==> config.mk <==
export PLATFORM = sky130hd
export DESIGN_NAME = pulse_peak_bpm_detector
export DESIGN_NICKNAME = d
export VERILOG_FILES = /design/src/hdl/ppbd_pkg.sv /design/src/hdl/ppbd_div.sv /design/src/hdl/pulse_peak_bpm_detector.sv
export SDC_FILE = /design/constraint.sdc
export NUM_CORES = 1
export LEC_CHECK = 0
export BUFFER_PORTS_ARGS = -buffer_cell sky130_fd_sc_hd__buf_2
export CORE_MARGIN = 1.5
export CORE_UTILIZATION = 25
export CTS_CLUSTER_DIAMETER = 60
export DETAILED_ROUTE_END_ITERATION = 6
export PLACE_DENSITY_LB_ADDON = 0.3
export RECOVER_POWER = 100
export SLEW_MARGIN = 10
export SYNTH_ARGS = -nofsm -noshare
export SYNTH_HDL_FRONTEND = slang
export SYNTH_SLANG_ARGS = --single-unit
==> constraint.sdc <==
create_clock -name clk -period 10.45 [get_ports clk]
set_input_delay 2.09 -clock clk [delete_from_list [all_inputs] [get_ports clk]]
set_output_delay 2.09 -clock clk [all_outputs]
set_load 0.03 [all_outputs]
==> src/hdl/ppbd_pkg.sv <==
// shared types, constants and register codes of the pulse peak and rate detector
package ppbd_pkg;

	localparam int AVG_DEPTH_DEF = 5;

	localparam int SAMPLE_W    = 16;
	localparam int TICK_W      = 32;
	localparam int RATE_W      = 20;
	localparam int PEAK_W      = 7;
	localparam int DIVISOR_W   = 32;
	localparam int PADDR_W     = 4;
	localparam int PDATA_W     = 32;

	localparam logic signed [SAMPLE_W-1:0] MIN_LEVEL_RST    = 16'sd358;
	localparam logic signed [SAMPLE_W-1:0] MAX_LEVEL_RST    = 16'sd768;
	localparam logic [15:0]                MINUTE_TICKS_RST = 16'd60000;

	// register index, taken from paddr[3:2]
	localparam logic [1:0] REG_MIN_LEVEL    = 2'd0;
	localparam logic [1:0] REG_MAX_LEVEL    = 2'd1;
	localparam logic [1:0] REG_MINUTE_TICKS = 2'd2;

	typedef struct packed {
		logic signed [SAMPLE_W-1:0] sample;
		logic [TICK_W-1:0]          tick_now;
	} in_item_t;

	typedef struct packed {
		logic              beat;
		logic [RATE_W-1:0] rate;
		logic [PEAK_W-1:0] peak_level;
	} out_item_t;

	typedef struct packed {
		logic busy;
		logic done;
	} div_stat_t;

	typedef enum logic [2:0] {
		PH_IDLE    = 3'b001,
		PH_RISING  = 3'b010,
		PH_FALLING = 3'b100
	} phase_t;

	typedef enum logic [4:0] {
		ST_IDLE = 5'b00001,
		ST_RATE = 5'b00010,
		ST_HIST = 5'b00100,
		ST_AVG  = 5'b01000,
		ST_DONE = 5'b10000
	} seq_state_t;

endpackage

==> src/hdl/ppbd_div.sv <==
// shared restoring divider, one quotient bit per cycle
module ppbd_div #(
	parameter int NW = 23
) (
	input  logic                           clk,
	input  logic                           arst_n,
	input  logic                           start,
	input  logic [NW-1:0]                  dividend,
	input  logic [ppbd_pkg::DIVISOR_W-1:0] divisor,
	output logic [NW-1:0]                  quotient,
	output ppbd_pkg::div_stat_t            stat
);

	localparam int DW    = ppbd_pkg::DIVISOR_W;
	localparam int CNT_W = $clog2(NW + 1);

	logic [NW-1:0]    quo_q;
	logic [DW-1:0]    rem_q;
	logic [DW-1:0]    div_q;
	logic [CNT_W-1:0] cnt_q;
	logic             busy_q;
	logic             done_q;

	logic [DW:0] trial;
	logic [DW:0] diff;
	logic        ge;

	assign trial = {rem_q, quo_q[NW-1]};
	assign ge    = trial >= {1'b0, div_q};
	assign diff  = trial - {1'b0, div_q};

	always_ff @(posedge clk or negedge arst_n) begin
		if (!arst_n) begin
			cnt_q  <= '0;
			busy_q <= 1'b0;
			done_q <= 1'b0;
		end else if (start) begin
			cnt_q  <= CNT_W'(NW);
			busy_q <= 1'b1;
			done_q <= 1'b0;
		end else if (busy_q) begin
			cnt_q <= cnt_q - 1'b1;
			if (cnt_q == CNT_W'(1)) begin
				busy_q <= 1'b0;
				done_q <= 1'b1;
			end
		end else begin
			done_q <= 1'b0;
		end
	end

	always_ff @(posedge clk) begin
		if (start) begin
			quo_q <= dividend;
			rem_q <= '0;
			div_q <= divisor;
		end else if (busy_q) begin
			// remainder stays below the divisor, so it fits DW bits
			quo_q <= {quo_q[NW-2:0], ge};
			rem_q <= ge ? diff[DW-1:0] : trial[DW-1:0];
		end
	end

	assign quotient  = quo_q;
	assign stat.busy = busy_q;
	assign stat.done = done_q;

endmodule

==> src/hdl/pulse_peak_bpm_detector.sv <==
// pulse peak tracker with rate history, sequenced around one shared divider
// an item without a beat moves straight to the done state, then into the output register once the output can take it
// a beat item runs two serial divisions on the shared divider, the rate and then the average
// in_stall stays high from a transfer until its result is in the output register
// a beat with a zero interval skips the rate division and records a rate of zero
// async reset loads the default levels and clears tracker, history and output valid flag
module pulse_peak_bpm_detector #(
	parameter int AVG_DEPTH = ppbd_pkg::AVG_DEPTH_DEF
) (
	input  logic                         clk,
	input  logic                         arst_n,
	input  logic                         in_valid,
	output logic                         in_stall,
	input  ppbd_pkg::in_item_t           in_item,
	output logic                         out_valid,
	input  logic                         out_stall,
	output ppbd_pkg::out_item_t          out_item,
	input  logic                         psel,
	input  logic                         penable,
	input  logic                         pwrite,
	input  logic [ppbd_pkg::PADDR_W-1:0] paddr,
	input  logic [ppbd_pkg::PDATA_W-1:0] pwdata,
	output logic [ppbd_pkg::PDATA_W-1:0] prdata,
	output logic                         pready
);

	localparam int RATE_W = ppbd_pkg::RATE_W;
	localparam int PEAK_W = ppbd_pkg::PEAK_W;
	localparam int TICK_W = ppbd_pkg::TICK_W;
	localparam int SMP_W  = ppbd_pkg::SAMPLE_W;
	localparam int PTR_W  = (AVG_DEPTH > 1) ? $clog2(AVG_DEPTH) : 1;
	localparam int FILL_W = $clog2(AVG_DEPTH + 1);
	localparam int SUM_W  = RATE_W + $clog2(AVG_DEPTH + 1);

	// configuration registers
	logic signed [SMP_W-1:0] min_level_q;
	logic signed [SMP_W-1:0] max_level_q;
	logic [15:0]             minute_ticks_q;
	logic                    cfg_wr;

	assign pready = 1'b1;
	assign cfg_wr = psel && penable && pwrite;

	always_ff @(posedge clk or negedge arst_n) begin
		if (!arst_n) begin
			min_level_q    <= ppbd_pkg::MIN_LEVEL_RST;
			max_level_q    <= ppbd_pkg::MAX_LEVEL_RST;
			minute_ticks_q <= ppbd_pkg::MINUTE_TICKS_RST;
		end else if (cfg_wr) begin
			case (paddr[3:2])
				ppbd_pkg::REG_MIN_LEVEL:    min_level_q    <= pwdata[15:0];
				ppbd_pkg::REG_MAX_LEVEL:    max_level_q    <= pwdata[15:0];
				ppbd_pkg::REG_MINUTE_TICKS: minute_ticks_q <= pwdata[15:0];
				default: ;
			endcase
		end
	end

	always_comb begin
		case (paddr[3:2])
			ppbd_pkg::REG_MIN_LEVEL:    prdata = {16'd0, min_level_q};
			ppbd_pkg::REG_MAX_LEVEL:    prdata = {16'd0, max_level_q};
			ppbd_pkg::REG_MINUTE_TICKS: prdata = {16'd0, minute_ticks_q};
			default:                    prdata = '0;
		endcase
	end

	// tracker and sequencer state
	ppbd_pkg::seq_state_t    state_q;
	ppbd_pkg::phase_t        phase_q;
	logic signed [SMP_W-1:0] prev_q;
	logic [TICK_W-1:0]       cur_tick_q;
	logic [TICK_W-1:0]       last_tick_q;
	logic [PEAK_W-1:0]       peak_q;
	logic [RATE_W-1:0]       hist_q [AVG_DEPTH];
	logic [PTR_W-1:0]        ptr_q;
	logic [FILL_W-1:0]       fill_q;
	logic [SUM_W-1:0]        sum_q;
	logic [RATE_W-1:0]       avg_q;
	logic [RATE_W-1:0]       raw_q;
	logic                    beat_q;
	logic                    out_valid_q;
	ppbd_pkg::out_item_t     out_q;

	logic                    accept;
	logic signed [SMP_W-1:0] s;
	logic                    over_max;
	logic                    is_beat;
	logic [TICK_W-1:0]       interval;
	logic [PEAK_W-1:0]       peak_new;
	logic [SUM_W-1:0]        sum_new;
	logic [FILL_W-1:0]       fill_new;
	logic                    out_load;

	logic                           div_start;
	logic [SUM_W-1:0]               div_dividend;
	logic [ppbd_pkg::DIVISOR_W-1:0] div_divisor;
	logic [SUM_W-1:0]               div_quotient;
	ppbd_pkg::div_stat_t            div_stat;

	assign in_stall = (state_q != ppbd_pkg::ST_IDLE);
	assign accept   = in_valid && !in_stall;
	assign s        = in_item.sample;
	assign over_max = s > max_level_q;
	assign is_beat  = !over_max && (phase_q == ppbd_pkg::PH_RISING) && !(s > prev_q);
	assign interval = cur_tick_q - last_tick_q;
	// integer part of the new high, negatives clamp to zero
	assign peak_new = s[SMP_W-1] ? '0 : s[14:8];

	assign sum_new  = sum_q - SUM_W'(hist_q[ptr_q]) + SUM_W'(raw_q);
	assign fill_new = (fill_q == FILL_W'(AVG_DEPTH)) ? fill_q : fill_q + 1'b1;
	assign out_load = (state_q == ppbd_pkg::ST_DONE) && (!out_valid_q || !out_stall);

	assign div_start = (accept && is_beat && (interval != '0)) || (state_q == ppbd_pkg::ST_HIST);
	always_comb begin
		if (state_q == ppbd_pkg::ST_HIST) begin
			div_dividend = sum_new;
			div_divisor  = ppbd_pkg::DIVISOR_W'(fill_new);
		end else begin
			div_dividend = SUM_W'({minute_ticks_q, 4'd0});
			div_divisor  = interval;
		end
	end

	ppbd_div #(
		.NW(SUM_W)
	) u_div (
		.clk      (clk),
		.arst_n   (arst_n),
		.start    (div_start),
		.dividend (div_dividend),
		.divisor  (div_divisor),
		.quotient (div_quotient),
		.stat     (div_stat)
	);

	always_ff @(posedge clk or negedge arst_n) begin
		if (!arst_n) begin
			state_q     <= ppbd_pkg::ST_IDLE;
			phase_q     <= ppbd_pkg::PH_IDLE;
			prev_q      <= '0;
			cur_tick_q  <= '0;
			last_tick_q <= '0;
			peak_q      <= '0;
			for (int i = 0; i < AVG_DEPTH; i++) begin
				hist_q[i] <= '0;
			end
			ptr_q       <= '0;
			fill_q      <= '0;
			sum_q       <= '0;
			avg_q       <= '0;
			raw_q       <= '0;
			beat_q      <= 1'b0;
		end else begin
			case (state_q)
				ppbd_pkg::ST_IDLE: begin
					if (accept) begin
						beat_q  <= 1'b0;
						state_q <= ppbd_pkg::ST_DONE;
						if (over_max) begin
							phase_q     <= ppbd_pkg::PH_IDLE;
							prev_q      <= '0;
							cur_tick_q  <= '0;
							last_tick_q <= '0;
							peak_q      <= '0;
						end else if (is_beat) begin
							// previous sample is left as it was on a beat
							last_tick_q <= cur_tick_q;
							phase_q     <= ppbd_pkg::PH_FALLING;
							beat_q      <= 1'b1;
							if (interval == '0) begin
								raw_q   <= '0;
								state_q <= ppbd_pkg::ST_HIST;
							end else begin
								state_q <= ppbd_pkg::ST_RATE;
							end
						end else begin
							prev_q <= s;
							case (phase_q)
								ppbd_pkg::PH_IDLE: begin
									if (s >= min_level_q) begin
										phase_q <= ppbd_pkg::PH_RISING;
									end
								end
								ppbd_pkg::PH_RISING: begin
									cur_tick_q <= in_item.tick_now;
									peak_q     <= peak_new;
								end
								ppbd_pkg::PH_FALLING: begin
									if (s < min_level_q) begin
										phase_q <= ppbd_pkg::PH_IDLE;
									end
								end
								default: phase_q <= ppbd_pkg::PH_IDLE;
							endcase
						end
					end
				end
				ppbd_pkg::ST_RATE: begin
					if (div_stat.done) begin
						raw_q   <= div_quotient[RATE_W-1:0];
						state_q <= ppbd_pkg::ST_HIST;
					end
				end
				ppbd_pkg::ST_HIST: begin
					// running sum swaps the oldest entry for the new one
					hist_q[ptr_q] <= raw_q;
					sum_q         <= sum_new;
					fill_q        <= fill_new;
					ptr_q         <= (ptr_q == PTR_W'(AVG_DEPTH - 1)) ? '0 : ptr_q + 1'b1;
					state_q       <= ppbd_pkg::ST_AVG;
				end
				ppbd_pkg::ST_AVG: begin
					if (div_stat.done) begin
						avg_q   <= div_quotient[RATE_W-1:0];
						state_q <= ppbd_pkg::ST_DONE;
					end
				end
				ppbd_pkg::ST_DONE: begin
					if (out_load) begin
						state_q <= ppbd_pkg::ST_IDLE;
					end
				end
				default: state_q <= ppbd_pkg::ST_IDLE;
			endcase
		end
	end

	// output register
	always_ff @(posedge clk or negedge arst_n) begin
		if (!arst_n) begin
			out_valid_q <= 1'b0;
		end else if (out_load) begin
			out_valid_q <= 1'b1;
		end else if (!out_stall) begin
			out_valid_q <= 1'b0;
		end
	end

	always_ff @(posedge clk) begin
		if (out_load) begin
			out_q.beat       <= beat_q;
			out_q.rate       <= avg_q;
			out_q.peak_level <= peak_q;
		end
	end

	assign out_valid = out_valid_q;
	assign out_item  = out_q;

	a_div_busy_in_div_state : assert property (@(posedge clk) disable iff (!arst_n)
		div_stat.busy |-> (state_q == ppbd_pkg::ST_RATE || state_q == ppbd_pkg::ST_AVG))
		else $error("divider busy outside a division step");

	a_avg_done_to_out : assert property (@(posedge clk) disable iff (!arst_n)
		(state_q == ppbd_pkg::ST_AVG && div_stat.done) |=> state_q == ppbd_pkg::ST_DONE)
		else $error("average quotient not handed to output stage");

	a_beat_has_history : assert property (@(posedge clk) disable iff (!arst_n)
		(out_valid && out_item.beat) |-> fill_q != '0)
		else $error("beat reported with empty rate history");

	a_fill_bound : assert property (@(posedge clk) disable iff (!arst_n)
		(state_q == ppbd_pkg::ST_HIST) |=> (fill_q != '0 && fill_q <= FILL_W'(AVG_DEPTH)))
		else $error("history fill count out of range");

endmodule
==> summary.md <==
| Metric | Value |
|---|---|
| Avg Inst Size Synth | `9.74 µm²` |
| Hold depth | `0` |
| Total power divided by cell area | `210 nW/µm²` |
| Area after DPL | `26200 µm²` |
| Failing checks | `max-capacitance violations, max-slew violations` |
| Prevailing post-synth register cell | `dfrtp_1` |
| Max capacitance violation total | `16` |
| Minimum period implied by the final worst setup slack | `7.75 ns` |
| Normalized max-slew margin | `-235%` |
| Vias in the first global route | `17900` |
| Most frequent cell after synthesis | `dfrtp_1` |
| Via count | `17900` |
| Initial antenna violation count | `6` |
| Total CTS buffers | `53` |
| Fraction of layout instances using a drive strength above 1 | `11.0%` |
| Startpoint of the most critical register-to-register path | `ptr_q[0]` |
| Slew at the pin with the worst max-slew slack | `5.03 ns` |
| Endpoint of the worst hold-timing path | `out_item[27]` |
| Post-CTS Setup Repair Bufs | `0` |
| RSZ-0062 raised after global routing | `false` |
| Setup violations, final | `0` |
| Fillcell total | `10100` |
| Starting utilization of the core area | `25.3%` |
| Synth area leader | `dfrtp_1` |
| Global-route wire length before repair | `105 mm` |
| Number of buffers inserted for hold repair after clock tree synthesis | `0` |
| Pin count of the biggest net entering global routing | `83` |
| FMAX | `129 MHz` |
| Cell count after synthesis | `2483` |
| Worst Hold Margin | `0.442 ns` |
| Global routing met3 resource utilization | `2.36%` |
| Worst Path Class, Setup | `primary input to flip-flop` |
| Number of pins exceeding their max-slew limit in the final report | `699` |
| Core region area | `95400 µm²` |
| Critical-path cell list | `clkbuf_1 > ha_1 > a21o_1 > a21oi_1 > a21oi_1 > o31ai_1 > nand4_1 > nand3_2 > clkbuf_1 > nand2_1 > nor3_1 > o41ai_4 > buf_4 > and2_2 > inv_2 > buf_4` |
| GRT Max-Usage Layer | `met2` |
| Die area | `98600 µm²` |
| CP Max Fanout | `50` |
| Final instance area | `27700 µm²` |
| Worst Skew | `0.0127 ns` |
| CTS tree | `yes` |
| Hold WC Path Type | `flip-flop to flip-flop` |
| WL/cell | `17.0 µm` |
| Floorplan die height | `314 µm` |
| Worst vdd ir | `0.119 mV` |
| Longest Clk Path Bufs | `3` |
| Commonest cells post-synth | `dfrtp_1 (305), nand2_1 (285), o21ai_0 (263)` |
| Met2 track demand over resource | `21.6%` |
| Post-DP HPWL | `46.6 mm` |
| Number of buffers and inverters on the critical path | `5` |
| Synth-to-layout area growth | `14.5%` |
| DRC violation total after the first TritonRoute iteration | `1098` |
| CP endpoint kind | `flip-flop` |
| Capturing point of the worst reg2reg path | `u_div.quotient[22]` |
| Top cells by area, synth | `dfrtp_1 (32%), edfxtp_1 (10%), ha_1 (7.2%)` |
| Total Neg Setup Slack | `0 ns` |
| Tcrit/Tclk final | `74.2%` |
| CTS HTree Levels | `2` |
| Portion of synthesized cell area occupied by the leading cell type | `31.6%` |
| Number of standard-cell rows in the floorplan | `113` |
| Count of boundary I/O pins | `154` |
| Register bit total from synthesis | `436` |
| Vias per inst | `4.61` |
| Overall track demand over capacity in global routing | `13.5%` |
| Critical Path Slowest Stage Cell | `clkbuf_1` |
| Aggregate routed wire length | `66.2 mm` |
| Post-placement worst setup slack | `3.49 ns` |
| Kind of cell adding the most delay to the critical path | `buffers and inverters` |
| Register-to-Register Path Depth | `18` |
| Hold violation total from the final report | `0` |
| Smallest setup slack after layout | `2.70 ns` |
| Global placer's final weighted congestion | `0.809` |
| Sequential share of the synthesized area | `46.2%` |
| Worst Path Required | `10.72 ns` |
| Antenna-violating nets left | `0` |
| Register-to-register setup slack | `2.92 ns` |
| Number of optimization iterations in the first detailed-route pass | `5` |
| Drc violations | `0` |
| Yosys warns | `0` |
| Clk Tree Root Cell | `clkbuf_16` |
| Hold path start | `beat_q` |
| Post-synthesis instance area | `24200 µm²` |
| Startpoint Class | `primary input` |
| Final net count | `2824` |
| EDFF count, synth | `83` |
| Clock Pin Slew Worst Setup and Hold Paths | `0.06 ns` |
| Clk Latency, worst-skew pair | `0.61 ns` |
| Status | `finished with violations` |
| Post-CTS sizing | `0` |
| Met1 track utilization from global routing | `18.8%` |
| Total number of clock tree sinks | `436` |
| Share of flip-flops with an asynchronous set or reset after synthesis | `73.6%` |
| Critical Path AT | `8.02 ns` |
| Horizontal die dimension | `314 µm` |
| Port Buf Inserts | `118` |
| Highest cell delay on the worst timing path | `1.74 ns` |
| Leakage dissipation | `12.5 nW` |
| Overflow left after global routing | `0` |
| Number of distinct library cell variants in the gate-level netlist after synthesis | `81` |
[metal layers]
layer | wire length [µm] | part of all wire [%]
met3 | 2780 | 4.2
met2 | 29900 | 45
met4 | 1220 | 1.8
met5 | 0 | 0
met1 | 32300 | 49
[power by group]
group | switching, W | leakage (nW) | internal, W
clock | 0.000771 | 0.880 | 0.00111
sequential | 0.000161 | 5.28 | 0.00197
combinational | 0.00107 | 6.37 | 0.000730
total | 0.00200 | 12.5 | 0.00381
[through the flow]
step	util, %	instances	total power (W)
after floorplan	-	2498	0.00351
after global placement	27.4	3781	0.00401
after detailed placement	27.4	3781	0.00402
after CTS	29.3	3881	0.00595
after global routing	29.0	3881	0.00620
final	29.0	3884	0.00581
[final cells by class]
cell class	instances	area, µm²	area share (%)
Clock buffer	81	1560	5.64
Antenna cell	3	7.51	0.0271
Timing Repair Buffer	149	694	2.51
Multi-Input combinational cell	1699	11600	41.8
Tap cell	1265	1580	5.71
Sequential cell	436	11200	40.4
Inverter	232	871	3.14
Clock inverter	19	226	0.817
[kinds of logic after synthesis]
logic type / count (synthesis) / share of synthesized area (%)
other cells: 2 / 0.0310
buf+inv: 363 / 5.99
compound gates: 630 / 16.3
flops: 436 / 46.2
simple gates: 670 / 12.8
mux: 145 / 6.84
xor+xnor: 75 / 2.72
fa+ha+maj: 162 / 9.06
[cell usage in the layout, fill, tap and decap left out, drive strengths merged, types with 80 or more instances in the layout]
cell type / synthesis / final
buf: 34 / 80
nor2: 127 / 127
nand2: 285 / 285
a21oi: 117 / 117
ha: 140 / 140
edfxtp: 83 / 83
clkbuf: 97 / 150
dfrtp: 305 / 305
nand3: 82 / 82
o21ai: 274 / 274
inv: 232 / 238
[sequential cells by signal, indices dropped and copies added, names as in the netlist, 20 cells and up]
register and count:
out_item 28, hist_q 100, sum_q 23, u_div.div_q 32, u_div.quotient 23, last_tick_q 32
u_div.rem_q 32, raw_q 20, cur_tick_q 32, avg_q 20
[worst max path at each step]
| stage | to | depth (start not counted) | slack, ns | start |
|---|---|---|---|---|
| final | u_div.div_q[4] | 16 | 2.70 | in_item[35] |
| after global placement | u_div.div_q[4] | 16 | 3.56 | in_item[35] |
| after detailed placement | u_div.div_q[4] | 16 | 3.49 | in_item[35] |
| after floorplan | prdata[10] | 4 | 4.58 | paddr[2] |
| after CTS | u_div.div_q[4] | 16 | 4.13 | in_item[35] |
| after global routing | max_level_q[0] | 2 | 2.03 | arst_n |
Note: power is estimated with default switching activity, not from simulation.
